## src/rtl/core/assert_macros.svh

```systemverilog
// ---------------------------------------------------------------------------
// assert_macros.svh
// shared concurrent assertion macros for the rtl core
// ---------------------------------------------------------------------------
`ifndef ASSERT_MACROS_SVH
`define ASSERT_MACROS_SVH

// same-cycle implication, checked on every rising edge outside reset
`define AST_IMPL(label, clk, rst_n, ante, cons) \
    label: assert property (@(posedge clk) disable iff (!(rst_n)) (ante) |-> (cons)) \
        else $error("assertion failed: same-cycle implication");

// next-cycle implication, checked on every rising edge outside reset
`define AST_NEXT(label, clk, rst_n, ante, cons) \
    label: assert property (@(posedge clk) disable iff (!(rst_n)) (ante) |=> (cons)) \
        else $error("assertion failed: next-cycle implication");

`endif

```

## src/rtl/core/mme_pkg.sv

```systemverilog
// ---------------------------------------------------------------------------
// mme_pkg
// shared types and codes of the matrix multiply engine
// ---------------------------------------------------------------------------
package mme_pkg;

    // item function codes
    localparam logic [1:0] FUNC_WR_A  = 2'd0;
    localparam logic [1:0] FUNC_WR_B  = 2'd1;
    localparam logic [1:0] FUNC_START = 2'd2;

    // configuration register indexes
    localparam logic [2:0] CFG_A_ROWS  = 3'd0;
    localparam logic [2:0] CFG_A_COLS  = 3'd1;
    localparam logic [2:0] CFG_B_ROWS  = 3'd2;
    localparam logic [2:0] CFG_B_COLS  = 3'd3;
    localparam logic [2:0] CFG_TRANS_B = 3'd4;

    localparam int VAL_W  = 16;
    localparam int PROD_W = 32;
    localparam int ACC_W  = 36;

    // control that travels alongside the store read data into the mac
    typedef struct packed {
        logic valid;
        logic first;
    } t_mac_ctl;

endpackage

```

## src/rtl/core/mme_ram.sv

```systemverilog
// ---------------------------------------------------------------------------
// mme_ram
// generic simple dual-port ram, one write and one registered read port
// ---------------------------------------------------------------------------
module mme_ram #(
    parameter int WIDTH = 16,
    parameter int DEPTH = 64
) (
    input  logic                     i_clk,
    input  logic                     i_we,
    input  logic [$clog2(DEPTH)-1:0] i_waddr,
    input  logic [WIDTH-1:0]         i_wdata,
    input  logic [$clog2(DEPTH)-1:0] i_raddr,
    output logic [WIDTH-1:0]         o_rdata
);

    logic [WIDTH-1:0] r_mem [DEPTH];
    logic [WIDTH-1:0] r_rdata;

    always_ff @(posedge i_clk) begin
        if (i_we) begin
            r_mem[i_waddr] <= i_wdata;
        end
        r_rdata <= r_mem[i_raddr];
    end

    assign o_rdata = r_rdata;

endmodule

```

## src/rtl/core/mme_mac.sv

```systemverilog
// ---------------------------------------------------------------------------
// mme_mac
// registered q4.12 multiply followed by an exact q12.24 accumulator
// ---------------------------------------------------------------------------
module mme_mac
    import mme_pkg::*;
(
    input  logic                    i_clk,
    input  logic                    i_rst_n,
    input  t_mac_ctl                i_ctl,
    input  logic signed [VAL_W-1:0] i_a,
    input  logic signed [VAL_W-1:0] i_b,
    output logic signed [ACC_W-1:0] o_acc,
    output logic                    o_busy
);

    t_mac_ctl                  r_ctl1;
    t_mac_ctl                  r_ctl2;
    logic signed [PROD_W-1:0]  r_prod;
    logic signed [ACC_W-1:0]   r_acc;
    logic signed [ACC_W-1:0]   w_prod_ext;

    // ctl1 lines up with the ram read data, ctl2 with the product
    always_ff @(posedge i_clk) begin
        if (!i_rst_n) begin
            r_ctl1 <= '0;
            r_ctl2 <= '0;
        end else begin
            r_ctl1 <= i_ctl;
            r_ctl2 <= r_ctl1;
        end
    end

    assign w_prod_ext = {{(ACC_W-PROD_W){r_prod[PROD_W-1]}}, r_prod};

    always_ff @(posedge i_clk) begin
        if (r_ctl1.valid) begin
            r_prod <= i_a * i_b;
        end
        if (r_ctl2.valid) begin
            r_acc <= (r_ctl2.first ? '0 : r_acc) + w_prod_ext;
        end
    end

    assign o_acc  = r_acc;
    assign o_busy = r_ctl1.valid | r_ctl2.valid;

endmodule

```

## src/rtl/core/matrix_multiply_engine.sv

```systemverilog
// ---------------------------------------------------------------------------
// matrix_multiply_engine
// dense q4.12 matrix multiply over two element stores, row-major results
// ---------------------------------------------------------------------------
// usage:
//   input channel (i_in_valid / o_in_stall) carries one item per handshake:
//   func 0 writes an element of a, func 1 an element of b, func 2 starts a
//   multiply, func 3 is dropped. writes outside the configured sizes are
//   dropped too. loads give no result.
//   a start emits a_rows x b_cols products (a_rows x b_rows in transpose
//   mode) in row-major order on the output channel (o_out_valid /
//   i_out_stall), the final one flagged by o_last. a dimension mismatch
//   gives a single item with o_error and o_last set and a zero product.
// timing:
//   each product makes one store read per term through the single read port
//   of each store and the shared mac; each term passes the read register and
//   the product register, and the finished sum moves to the output register
//   before the next product's terms begin. the input is stalled from the
//   start until the last product is loaded.
// reset:
//   synchronous, active low; sizes return to 2x1 and 1x1, transpose off.
//   the stores are not cleared and must be written before they are read.
// stall:
//   a stalled output item holds; the engine waits with the next sum ready.
// ---------------------------------------------------------------------------
`include "assert_macros.svh"

module matrix_multiply_engine
    import mme_pkg::*;
#(
    parameter int MAX_DIM = 8
) (
    input  logic                    i_clk,
    input  logic                    i_rst_n,
    // configuration write port
    input  logic                    i_cfg_we,
    input  logic [2:0]              i_cfg_index,
    input  logic [3:0]              i_cfg_data,
    // input item channel
    input  logic                    i_in_valid,
    output logic                    o_in_stall,
    input  logic [1:0]              i_func,
    input  logic [2:0]              i_row,
    input  logic [2:0]              i_col,
    input  logic signed [VAL_W-1:0] i_value,
    // result item channel
    output logic                    o_out_valid,
    input  logic                    i_out_stall,
    output logic [2:0]              o_out_row,
    output logic [2:0]              o_out_col,
    output logic signed [ACC_W-1:0] o_product,
    output logic                    o_last,
    output logic                    o_error
);

    localparam int DEPTH = MAX_DIM * MAX_DIM;
    localparam int AW    = $clog2(DEPTH);
    localparam int IW    = $clog2(MAX_DIM);
    localparam int DW    = $clog2(MAX_DIM + 1);

    // one-hot sequencer states
    typedef enum logic [3:0] {
        S_IDLE  = 4'b0001,
        S_MAC   = 4'b0010,
        S_FLUSH = 4'b0100,
        S_ERR   = 4'b1000
    } t_state;

    // size register to effective dimension: zero acts as one, clamp at max
    function automatic logic [DW-1:0] eff_dim(input logic [3:0] raw);
        logic [DW-1:0] res;
        if (raw == 4'd0) begin
            res = DW'(1);
        end else if (raw > 4'(MAX_DIM)) begin
            res = DW'(MAX_DIM);
        end else begin
            res = DW'(raw);
        end
        return res;
    endfunction

    // row-major store address
    function automatic logic [AW-1:0] st_addr(input logic [2:0] r, input logic [2:0] c);
        return AW'(r) * AW'(MAX_DIM) + AW'(c);
    endfunction

    // configuration registers
    logic [3:0]  r_a_rows, r_a_cols, r_b_rows, r_b_cols;
    logic        r_trans;

    // sequencer
    t_state      r_state, n_state;
    logic [IW-1:0] r_i, n_i, r_j, n_j, r_k, n_k;

    // output register
    logic              r_out_valid, n_out_valid;
    logic [2:0]        r_out_row, n_out_row, r_out_col, n_out_col;
    logic signed [ACC_W-1:0] r_out_prod, n_out_prod;
    logic              r_out_last, n_out_last, r_out_err, n_out_err;

    // effective sizes
    logic [DW-1:0] w_ar, w_ac, w_br, w_bc, w_oc;
    logic          w_mismatch;

    // datapath hookup
    logic          w_in_acc, w_slot_free, w_last_k, w_last_elem;
    logic          w_we_a, w_we_b;
    logic [AW-1:0] w_waddr, w_raddr_a, w_raddr_b;
    logic signed [VAL_W-1:0] w_rd_a, w_rd_b;
    logic signed [ACC_W-1:0] w_acc;
    logic          w_mac_busy;
    t_mac_ctl      w_ctl;

    always_ff @(posedge i_clk) begin
        if (!i_rst_n) begin
            r_a_rows <= 4'd2;
            r_a_cols <= 4'd1;
            r_b_rows <= 4'd1;
            r_b_cols <= 4'd1;
            r_trans  <= 1'b0;
        end else if (i_cfg_we) begin
            unique case (i_cfg_index)
                CFG_A_ROWS:  r_a_rows <= i_cfg_data;
                CFG_A_COLS:  r_a_cols <= i_cfg_data;
                CFG_B_ROWS:  r_b_rows <= i_cfg_data;
                CFG_B_COLS:  r_b_cols <= i_cfg_data;
                CFG_TRANS_B: r_trans  <= i_cfg_data[0];
                default: ; // unused indexes are ignored
            endcase
        end
    end

    assign w_ar = eff_dim(r_a_rows);
    assign w_ac = eff_dim(r_a_cols);
    assign w_br = eff_dim(r_b_rows);
    assign w_bc = eff_dim(r_b_cols);
    assign w_oc = r_trans ? w_br : w_bc;
    assign w_mismatch = r_trans ? (w_ac != w_bc) : (w_ac != w_br);

    assign o_in_stall = (r_state != S_IDLE);
    assign w_in_acc   = i_in_valid & ~o_in_stall;

    // element loads go straight into the stores while idle
    assign w_waddr = st_addr(i_row, i_col);
    assign w_we_a  = w_in_acc && (i_func == FUNC_WR_A)
                     && (4'(i_row) < 4'(w_ar)) && (4'(i_col) < 4'(w_ac));
    assign w_we_b  = w_in_acc && (i_func == FUNC_WR_B)
                     && (4'(i_row) < 4'(w_br)) && (4'(i_col) < 4'(w_bc));

    // term k of element (i,j): a[i][k] times b[k][j], or b[j][k] transposed
    assign w_raddr_a = st_addr(3'(r_i), 3'(r_k));
    assign w_raddr_b = r_trans ? st_addr(3'(r_j), 3'(r_k)) : st_addr(3'(r_k), 3'(r_j));

    mme_ram #(.WIDTH(VAL_W), .DEPTH(DEPTH)) u_store_a (
        .i_clk   (i_clk),
        .i_we    (w_we_a),
        .i_waddr (w_waddr),
        .i_wdata (i_value),
        .i_raddr (w_raddr_a),
        .o_rdata (w_rd_a)
    );

    mme_ram #(.WIDTH(VAL_W), .DEPTH(DEPTH)) u_store_b (
        .i_clk   (i_clk),
        .i_we    (w_we_b),
        .i_waddr (w_waddr),
        .i_wdata (i_value),
        .i_raddr (w_raddr_b),
        .o_rdata (w_rd_b)
    );

    mme_mac u_mac (
        .i_clk   (i_clk),
        .i_rst_n (i_rst_n),
        .i_ctl   (w_ctl),
        .i_a     (w_rd_a),
        .i_b     (w_rd_b),
        .o_acc   (w_acc),
        .o_busy  (w_mac_busy)
    );

    assign w_slot_free = ~r_out_valid | ~i_out_stall;
    assign w_last_k    = (DW'(r_k) + DW'(1)) == w_ac;
    assign w_last_elem = ((DW'(r_i) + DW'(1)) == w_ar) && ((DW'(r_j) + DW'(1)) == w_oc);

    always_comb begin
        n_state     = r_state;
        n_i         = r_i;
        n_j         = r_j;
        n_k         = r_k;
        n_out_valid = r_out_valid & i_out_stall;
        n_out_row   = r_out_row;
        n_out_col   = r_out_col;
        n_out_prod  = r_out_prod;
        n_out_last  = r_out_last;
        n_out_err   = r_out_err;
        w_ctl       = '0;

        unique case (r_state)
            S_IDLE: begin
                if (w_in_acc && (i_func == FUNC_START)) begin
                    n_i = '0;
                    n_j = '0;
                    n_k = '0;
                    n_state = w_mismatch ? S_ERR : S_MAC;
                end
            end
            S_MAC: begin
                // one term read from each store per cycle
                w_ctl.valid = 1'b1;
                w_ctl.first = (r_k == '0);
                if (w_last_k) begin
                    n_k     = '0;
                    n_state = S_FLUSH;
                end else begin
                    n_k = r_k + IW'(1);
                end
            end
            S_FLUSH: begin
                // wait for the last term to land and the output slot to free, then hand the sum over
                if (!w_mac_busy && w_slot_free) begin
                    n_out_valid = 1'b1;
                    n_out_row   = 3'(r_i);
                    n_out_col   = 3'(r_j);
                    n_out_prod  = w_acc;
                    n_out_last  = w_last_elem;
                    n_out_err   = 1'b0;
                    if (w_last_elem) begin
                        n_state = S_IDLE;
                    end else begin
                        n_state = S_MAC;
                        if ((DW'(r_j) + DW'(1)) == w_oc) begin
                            n_j = '0;
                            n_i = r_i + IW'(1);
                        end else begin
                            n_j = r_j + IW'(1);
                        end
                    end
                end
            end
            S_ERR: begin
                if (w_slot_free) begin
                    n_out_valid = 1'b1;
                    n_out_row   = 3'd0;
                    n_out_col   = 3'd0;
                    n_out_prod  = '0;
                    n_out_last  = 1'b1;
                    n_out_err   = 1'b1;
                    n_state     = S_IDLE;
                end
            end
            default: begin
                n_state = S_IDLE;
            end
        endcase
    end

    always_ff @(posedge i_clk) begin
        if (!i_rst_n) begin
            r_state     <= S_IDLE;
            r_i         <= '0;
            r_j         <= '0;
            r_k         <= '0;
            r_out_valid <= 1'b0;
        end else begin
            r_state     <= n_state;
            r_i         <= n_i;
            r_j         <= n_j;
            r_k         <= n_k;
            r_out_valid <= n_out_valid;
        end
    end

    always_ff @(posedge i_clk) begin
        r_out_row  <= n_out_row;
        r_out_col  <= n_out_col;
        r_out_prod <= n_out_prod;
        r_out_last <= n_out_last;
        r_out_err  <= n_out_err;
    end

    assign o_out_valid = r_out_valid;
    assign o_out_row   = r_out_row;
    assign o_out_col   = r_out_col;
    assign o_product   = r_out_prod;
    assign o_last      = r_out_last;
    assign o_error     = r_out_err;

    // the mac pipeline is drained before the engine goes back to idle
    `AST_IMPL(a_idle_mac_empty, i_clk, i_rst_n, r_state == S_IDLE, !w_mac_busy)
    // an error item always closes its run
    `AST_IMPL(a_err_is_last, i_clk, i_rst_n, r_out_valid && r_out_err, r_out_last)
    // loading the final product ends the run on the next cycle
    `AST_NEXT(a_last_ends_run, i_clk, i_rst_n,
              (r_state == S_FLUSH) && n_out_valid && n_out_last && !r_out_last,
              r_state == S_IDLE)

endmodule

```

## config.mk

```make
export PLATFORM = sky130hd
export DESIGN_NAME = matrix_multiply_engine
export DESIGN_NICKNAME = d
export VERILOG_FILES = /design/src/rtl/core/mme_pkg.sv /design/src/rtl/core/mme_ram.sv /design/src/rtl/core/mme_mac.sv /design/src/rtl/core/matrix_multiply_engine.sv
export VERILOG_INCLUDE_DIRS = /design/src /design/src/rtl/core
export SDC_FILE = /design/constraint.sdc
export NUM_CORES = 2
export LEC_CHECK = 0
export ABC_AREA = 1
export ABC_CLOCK_PERIOD_IN_PS = 8580
export BUFFER_PORTS_ARGS = -buffer_cell sky130_fd_sc_hd__buf_2
export CAP_MARGIN = 0
export CORE_MARGIN = 4
export CORE_UTILIZATION = 65
export DETAILED_ROUTE_END_ITERATION = 6
export GPL_ROUTABILITY_DRIVEN = 0
export HOLD_SLACK_MARGIN = 0.08
export PLACE_DENSITY = 0.87
export SETUP_SLACK_MARGIN = 0.2
export SYNTH_ARGS = -nofsm -noshare
export SYNTH_HDL_FRONTEND = slang
export SYNTH_SLANG_ARGS = --single-unit
```

## constraint.sdc

```tcl
create_clock -name i_clk -period 8.58 [get_ports i_clk]
set_input_delay 1.716 -clock i_clk [delete_from_list [all_inputs] [get_ports i_clk]]
set_output_delay 1.716 -clock i_clk [all_outputs]
set_load 0.1 [all_outputs]
```

Yosys cells after proc, flatten, opt, wreduce, memory -nomap -nowiden
Memories as Yosys holds them, arrays and structs flattened. A register that Yosys moved wholly into a read port is not among the register bits.
Cells that the tools add are included.
{ "word_totals": {"out_inout_bits": 46, "ramBits": 2048, "wordCells": 154, "register_bits": 147, "mem_count": 2} }
{ "classes": {"bitwise": 7, "n_eq_ne": 22, "reduce_logical": 31, "muxes": 51, "addsub": 11, "multipliers": 1, "n_lt_le_gt_ge": 8} }
{ "mem_list": {"columns": ["memory", "depth", "width", "rd", "rd_ports_with_merged_regs", "write_ports", "line", "source"], "rows": [
  ["u_store_a.r_mem", 64, 16, 1, 1, 1, "mme_ram.sv:17", "logic [WIDTH-1:0] r_mem [DEPTH];"],
  ["u_store_b.r_mem", 64, 16, 1, 1, 1, "mme_ram.sv:17", null]
]} }
{ "ops": {"columns": ["cell", "count"], "rows": [
  ["$mux W36", 3],
  ["$pmux W36 S2", 1],
  ["$mux W4", 14],
  ["$add A36 B36 Y36", 1],
  ["$mux W3", 11],
  ["$mul A16 B16 Y32", 1],
  ["$pmux W3 S2", 5],
  ["$add A6 B3 Y6", 4],
  ["$gt A4 B4 Y1 const B", 4],
  ["$logic_not A4 Y1", 4],
  ["$lt A3 B4 Y1", 4],
  ["$pmux W4 S4", 1],
  ["$reduce_and A2 Y1", 7],
  ["$add A3 B1 Y4 const B", 3],
  ["$eq A4 B4 Y1", 3],
  ["$ne A2 B2 Y1 const B", 6],
  ["$mux W1", 10],
  ["$add A3 B1 Y3 const B", 3],
  ["$logic_and A1 B1 Y1", 9],
  ["$ne A4 B4 Y1", 2],
  ["$reduce_and A4 Y1", 2],
  ["$eq A3 B2 Y1 const B", 2],
  ["$logic_not A3 Y1", 2],
  ["$mux W6", 1],
  ["19 further kinds", 28]
]} }

Depth between registers and ports, before layout
{ "depth": {"depth_word": 9, "ltp_mapped": 25, "ltp_nobuf": 23} }

Hierarchy
A second synthesis with hierarchy kept.
{ "hier_totals": {"hier_cells": 9673, "area_unflattened_um2": 104019.8} }
{ "modules_own_cells": {"columns": ["mod", "cells_per_inst", "area_each_um2", "instances", "seq_area_each_um2"], "rows": [
  ["mme_ram", 3517, 42099.1, 2, 31069.8],
  ["mme_mac", 2141, 15836.4, 1, 2122.0],
  ["matrix_multiply_engine", 498, 3985.1, 1, 1941.9]
]} }

Worst setup path before layout
No wires, ideal clock.
{ "synth_path": {"path_type": "reg2reg", "start": "register u_store_b.r_rdata[3] (netlist: u_store_b.o_rdata[3]) (read register of u_store_b.r_mem)", "end": "register u_mac.r_prod[31], data pin", "slack_ns": 2.905, "setup_ns": 0.253, "path_stages_with_launch": 23, "synth_period_minus_slack_ns": 5.675, "arrival_time_ns": 5.422, "n_path_buf": 2, "cell_sequence": "dfxtp_1 > clkbuf_1 > clkbuf_1 > nand2_1 > inv_1 > fa_1 > fa_1 > inv_1 > fa_1 > inv_1 > fa_1 > fa_1 > inv_1 > fa_1 > inv_1 > ha_1 > nand2_1 > nor2_1 > inv_1 > nor4_1 > nand4_1 > nand3_1 > nand2_1"} }
{ "synth_via": {"elab_chain_len": 1} }
{ "synth_lines": {"columns": ["element", "line", "source"], "rows": [
  ["start, declared", "mme_ram.sv:18", "logic [WIDTH-1:0] r_rdata;"],
  ["$mul A16 B16 Y32", "mme_mac.sv:38", "r_prod <= i_a * i_b;"],
  ["end signal, assigned", "mme_mac.sv:38", null],
  ["end, declared", "mme_mac.sv:19", "logic signed [PROD_W-1:0] r_prod;"]
]} }
Every way passes these cells.
A chain may end at the register's enable or synchronous reset.

Worst setup path in the final report
{ "layout_path": {"start": "register u_store_a.r_rdata[15] (netlist: u_store_a.o_rdata[15]) (read register of u_store_a.r_mem)", "end": "register u_mac.r_prod[31], data pin"} }
{ "layout_via": {"elab_chain_len": 1} }
{ "layout_lines": {"columns": ["element", "line"], "rows": [
  ["start, declared", "mme_ram.sv:18"],
  ["$mul A16 B16 Y32", "mme_mac.sv:38"]
]} }
Every way passes these cells.

==> results.json <==
{
  "outcome": "complete, but fails checks",
  "failed_checks": "design-rule violations",
  "worst-r2r-cell-count": 20,
  "syn_inst": 9014,
  "dp_hpwl_mm": 164,
  "post-route-worst-setup-slack_ps": 2080,
  "clk_latency_ps": 860,
  "synth-xor-area-share": 0.00572,
  "hold_viol": 0,
  "post_cts_buffers": 0,
  "start_util": 0.656,
  "critical_path_buf_inv_count": 6,
  "r2r-end": "u_mac.r_prod[31]",
  "cts.sinks": 2227,
  "routed_wl_mm": 288,
  "drv_slew": 0,
  "antenna_found_initial": 14,
  "ctsRootBufferMaster": "clkbuf_16",
  "syn_avg_cell_area_um2": 11.4,
  "drc": 71,
  "r2r_slack_ps": 2080,
  "required_ps": 9200,
  "setup.worst_path.start": "u_store_a.o_rdata[15]",
  "cts-buffers-inserted": 206,
  "setup-violations-final": 0,
  "fmax_mhz": 154,
  "die_w_um": 405,
  "end_kind": "flip-flop",
  "cp_max_fo": 16,
  "first_iter_violations": 14500,
  "cts_resized": 0,
  "grt_pass1_vias": 72400,
  "synthAdderAreaFrac": 0.0670,
  "startpoint_type": "flip-flop",
  "tns_ps": 0,
  "final.setup_skew_ps": 52.8,
  "layout_common_cells": "2160 x edfxtp_1, 1774 x nand2_1, 1024 x inv_1",
  "synth_compound_area_frac": 0.0842,
  "rsz0062_at_grt": "no",
  "critPathTopFamily": "adder cells",
  "vias": 74400,
  "hold-path-endpoint": "u_mac.r_ctl2[0]",
  "synth-simple-area-share": 0.128,
  "tritoncts": "yes",
  "num-nets-final": 9416,
  "cpPeakStageDelay_ps": 830,
  "synthesis.nets": 9442,
  "crit_type": "flip-flop to flip-flop",
  "ys_types": 44,
  "period_share": 0.757,
  "ys_seq_area_frac": 0.645,
  "crit_path_top_delay_cell": "fa_1",
  "r2r_start": "u_store_a.o_rdata[15]",
  "worst_hold_path.num_cells": 2,
  "clockBufferDepth": 3,
  "yosys-top-cells-area": "edfxtp_1 63%, nand2_1 6.5%, fa_1 5.1%, inv_1 3.8%, o211ai_1 3.2%",
  "worstPathCellList": "nand2_1 > inv_1 > fa_1 > fa_1 > inv_1 > fa_1 > inv_1 > fa_1 > fa_1 > inv_1 > fa_1 > inv_1 > ha_1 > nand2_1 > nor2_1 > inv_1 > nor4_1 > nand4_1 > nand3_1 > nand2_1",
  "final_core_util": 0.716,
  "synth_top_family_by_area": "simple AND/OR/NAND/NOR gates",
  "grt_usage": 0.345,
  "drive_above_1_share": 0.0739,
  "n_fill_cell": 8882,
  "cp.arrival_ps": 7110,
  "cts_max_level": 4,
  "final_common_cell": "edfxtp_1",
  "min_path_type": "flip-flop to flip-flop",
  "port_buffers": 81,
  "drv_cap": 0,
  "yosys.area.top_type": "edfxtp_1",
  "drtPass1Iterations": 7,
  "place_ws_ps": 2250,
  "synth.area.mux_share": 0.00956,
  "wl_per_cell_um": 25.6,
  "area_growth_pct": 9.24,
  "tightest_slew_ps": 1260,
  "dieArea_um2": 164000,
  "grt_pass1_wl_mm": 428,
  "ant_nets": 0,
  "hold_start": "u_mac.r_ctl1[0]",
  "hold_buffers": 0,
  "grt_max_degree": 249,
  "finalCriticalPeriod_ps": 6500,
  "synth_area_um2": 103000,
  "relSlewSlack": 0.154,
  "ios": 82,
  "synth_top_area_frac": 0.632,
  "ys_seq_elements": 2227,
  "grt_overflow": 0,
  "clk_pin_slew_ps": 80,
  "core_area_um2": 157000,
  "rows": 145,
  "routed_via_density": 6.63,
  "die_h_um": 405,
  "yosys_warnings": 0
}
worst max path at each step:
stage | slack [ps] | endpoint | cells after the start
floorplan | 2900 | u_mac.r_prod[31] | 22
global placement | 2470 | u_mac.r_prod[31] | 20
detailed placement | 2250 | u_mac.r_prod[31] | 20
CTS | 2240 | u_mac.r_prod[31] | 20
global route | 1910 | u_mac.r_prod[31] | 20
finish | 2080 | u_mac.r_prod[31] | 20
state kept, by name, indices dropped and copies added (netlist names), 16 cells and up:
| name | flops |
|---|---|
| u_mac.o_acc | 36 |
| u_mac.r_prod | 32 |
| u_store_a.r_mem | 1024 |
| o_product | 36 |
| u_store_b.o_rdata | 16 |
| u_store_b.r_mem | 1024 |
| u_store_a.o_rdata | 16 |
tightest hold or removal path, delay by kind of cell (launching register included):
| kind | cells | cell delay (ps) |
|---|---|---|
| AND/OR/NAND/NOR | 1 | 50 |
| flip-flops | 1 | 300 |
| buffers and inverters | 1 | 40 |
logic make-up after synthesis:
kind of cell,Yosys count
buf+inv,1545
flops,2227
xor+xnor,67
mux,98
simple gates,3249
fa+ha+maj,392
compound gates,1436
layout make-up:
class / instances / area [um^2] / area share
Clock inverter: 127 / 1190 / 0.0106
Antenna cell: 3 / 7.51 / 0.0000670
Inverter: 1039 / 3920 / 0.0349
Clock buffer: 260 / 5500 / 0.0491
Multi-Input combinational cell: 5242 / 30700 / 0.274
Tap cell: 2058 / 2570 / 0.0230
Timing Repair Buffer: 272 / 1980 / 0.0177
Sequential cell: 2227 / 66200 / 0.591
stage by stage:
stage	cell area [um^2]	hold WS (ps)	cells
2_1_floorplan	103000	390	9014
3_3_place_gp	105000	411	10800
3_5_place_dp	105000	409	10800
4_1_cts	112000	401	11200
5_1_grt	112000	441	11200
6_report	112000	412	11200
metal layers:
metal,vias to the layer above,wire [um],share of wire,track usage
met4,16,19300,0.067,0.188
li1,30900,-,-,-
met1,34900,91600,0.32,0.439
met3,1416,45700,0.16,0.100
met5,-,153,0.00053,0.00178
met2,7198,131000,0.46,0.541
synth_stat cells (all sizes together):
library cell,number
edfxtp,2160
nand2,1778
inv,1037
nor2,770
nand3,565
o21ai,544
o211ai,444
buf,265
fa,263
a21oi,249
clkbuf,241
ha,129
o22ai,129
nor3,107
mux2i,98
dfxtp,67
xor2,47
a21boi,31
xnor2,20
nand4,14
a21o,12
a31oi,11
o21bai,8
or2,7
o21a,6
nand3b,4
nor4,3
clkinv,2
and3,1
o2111ai,1
o221ai,1
Power is left out: the tool's default activity adds up to more than one toggle a clock period on the data nets, which glitch-free logic cannot reach.
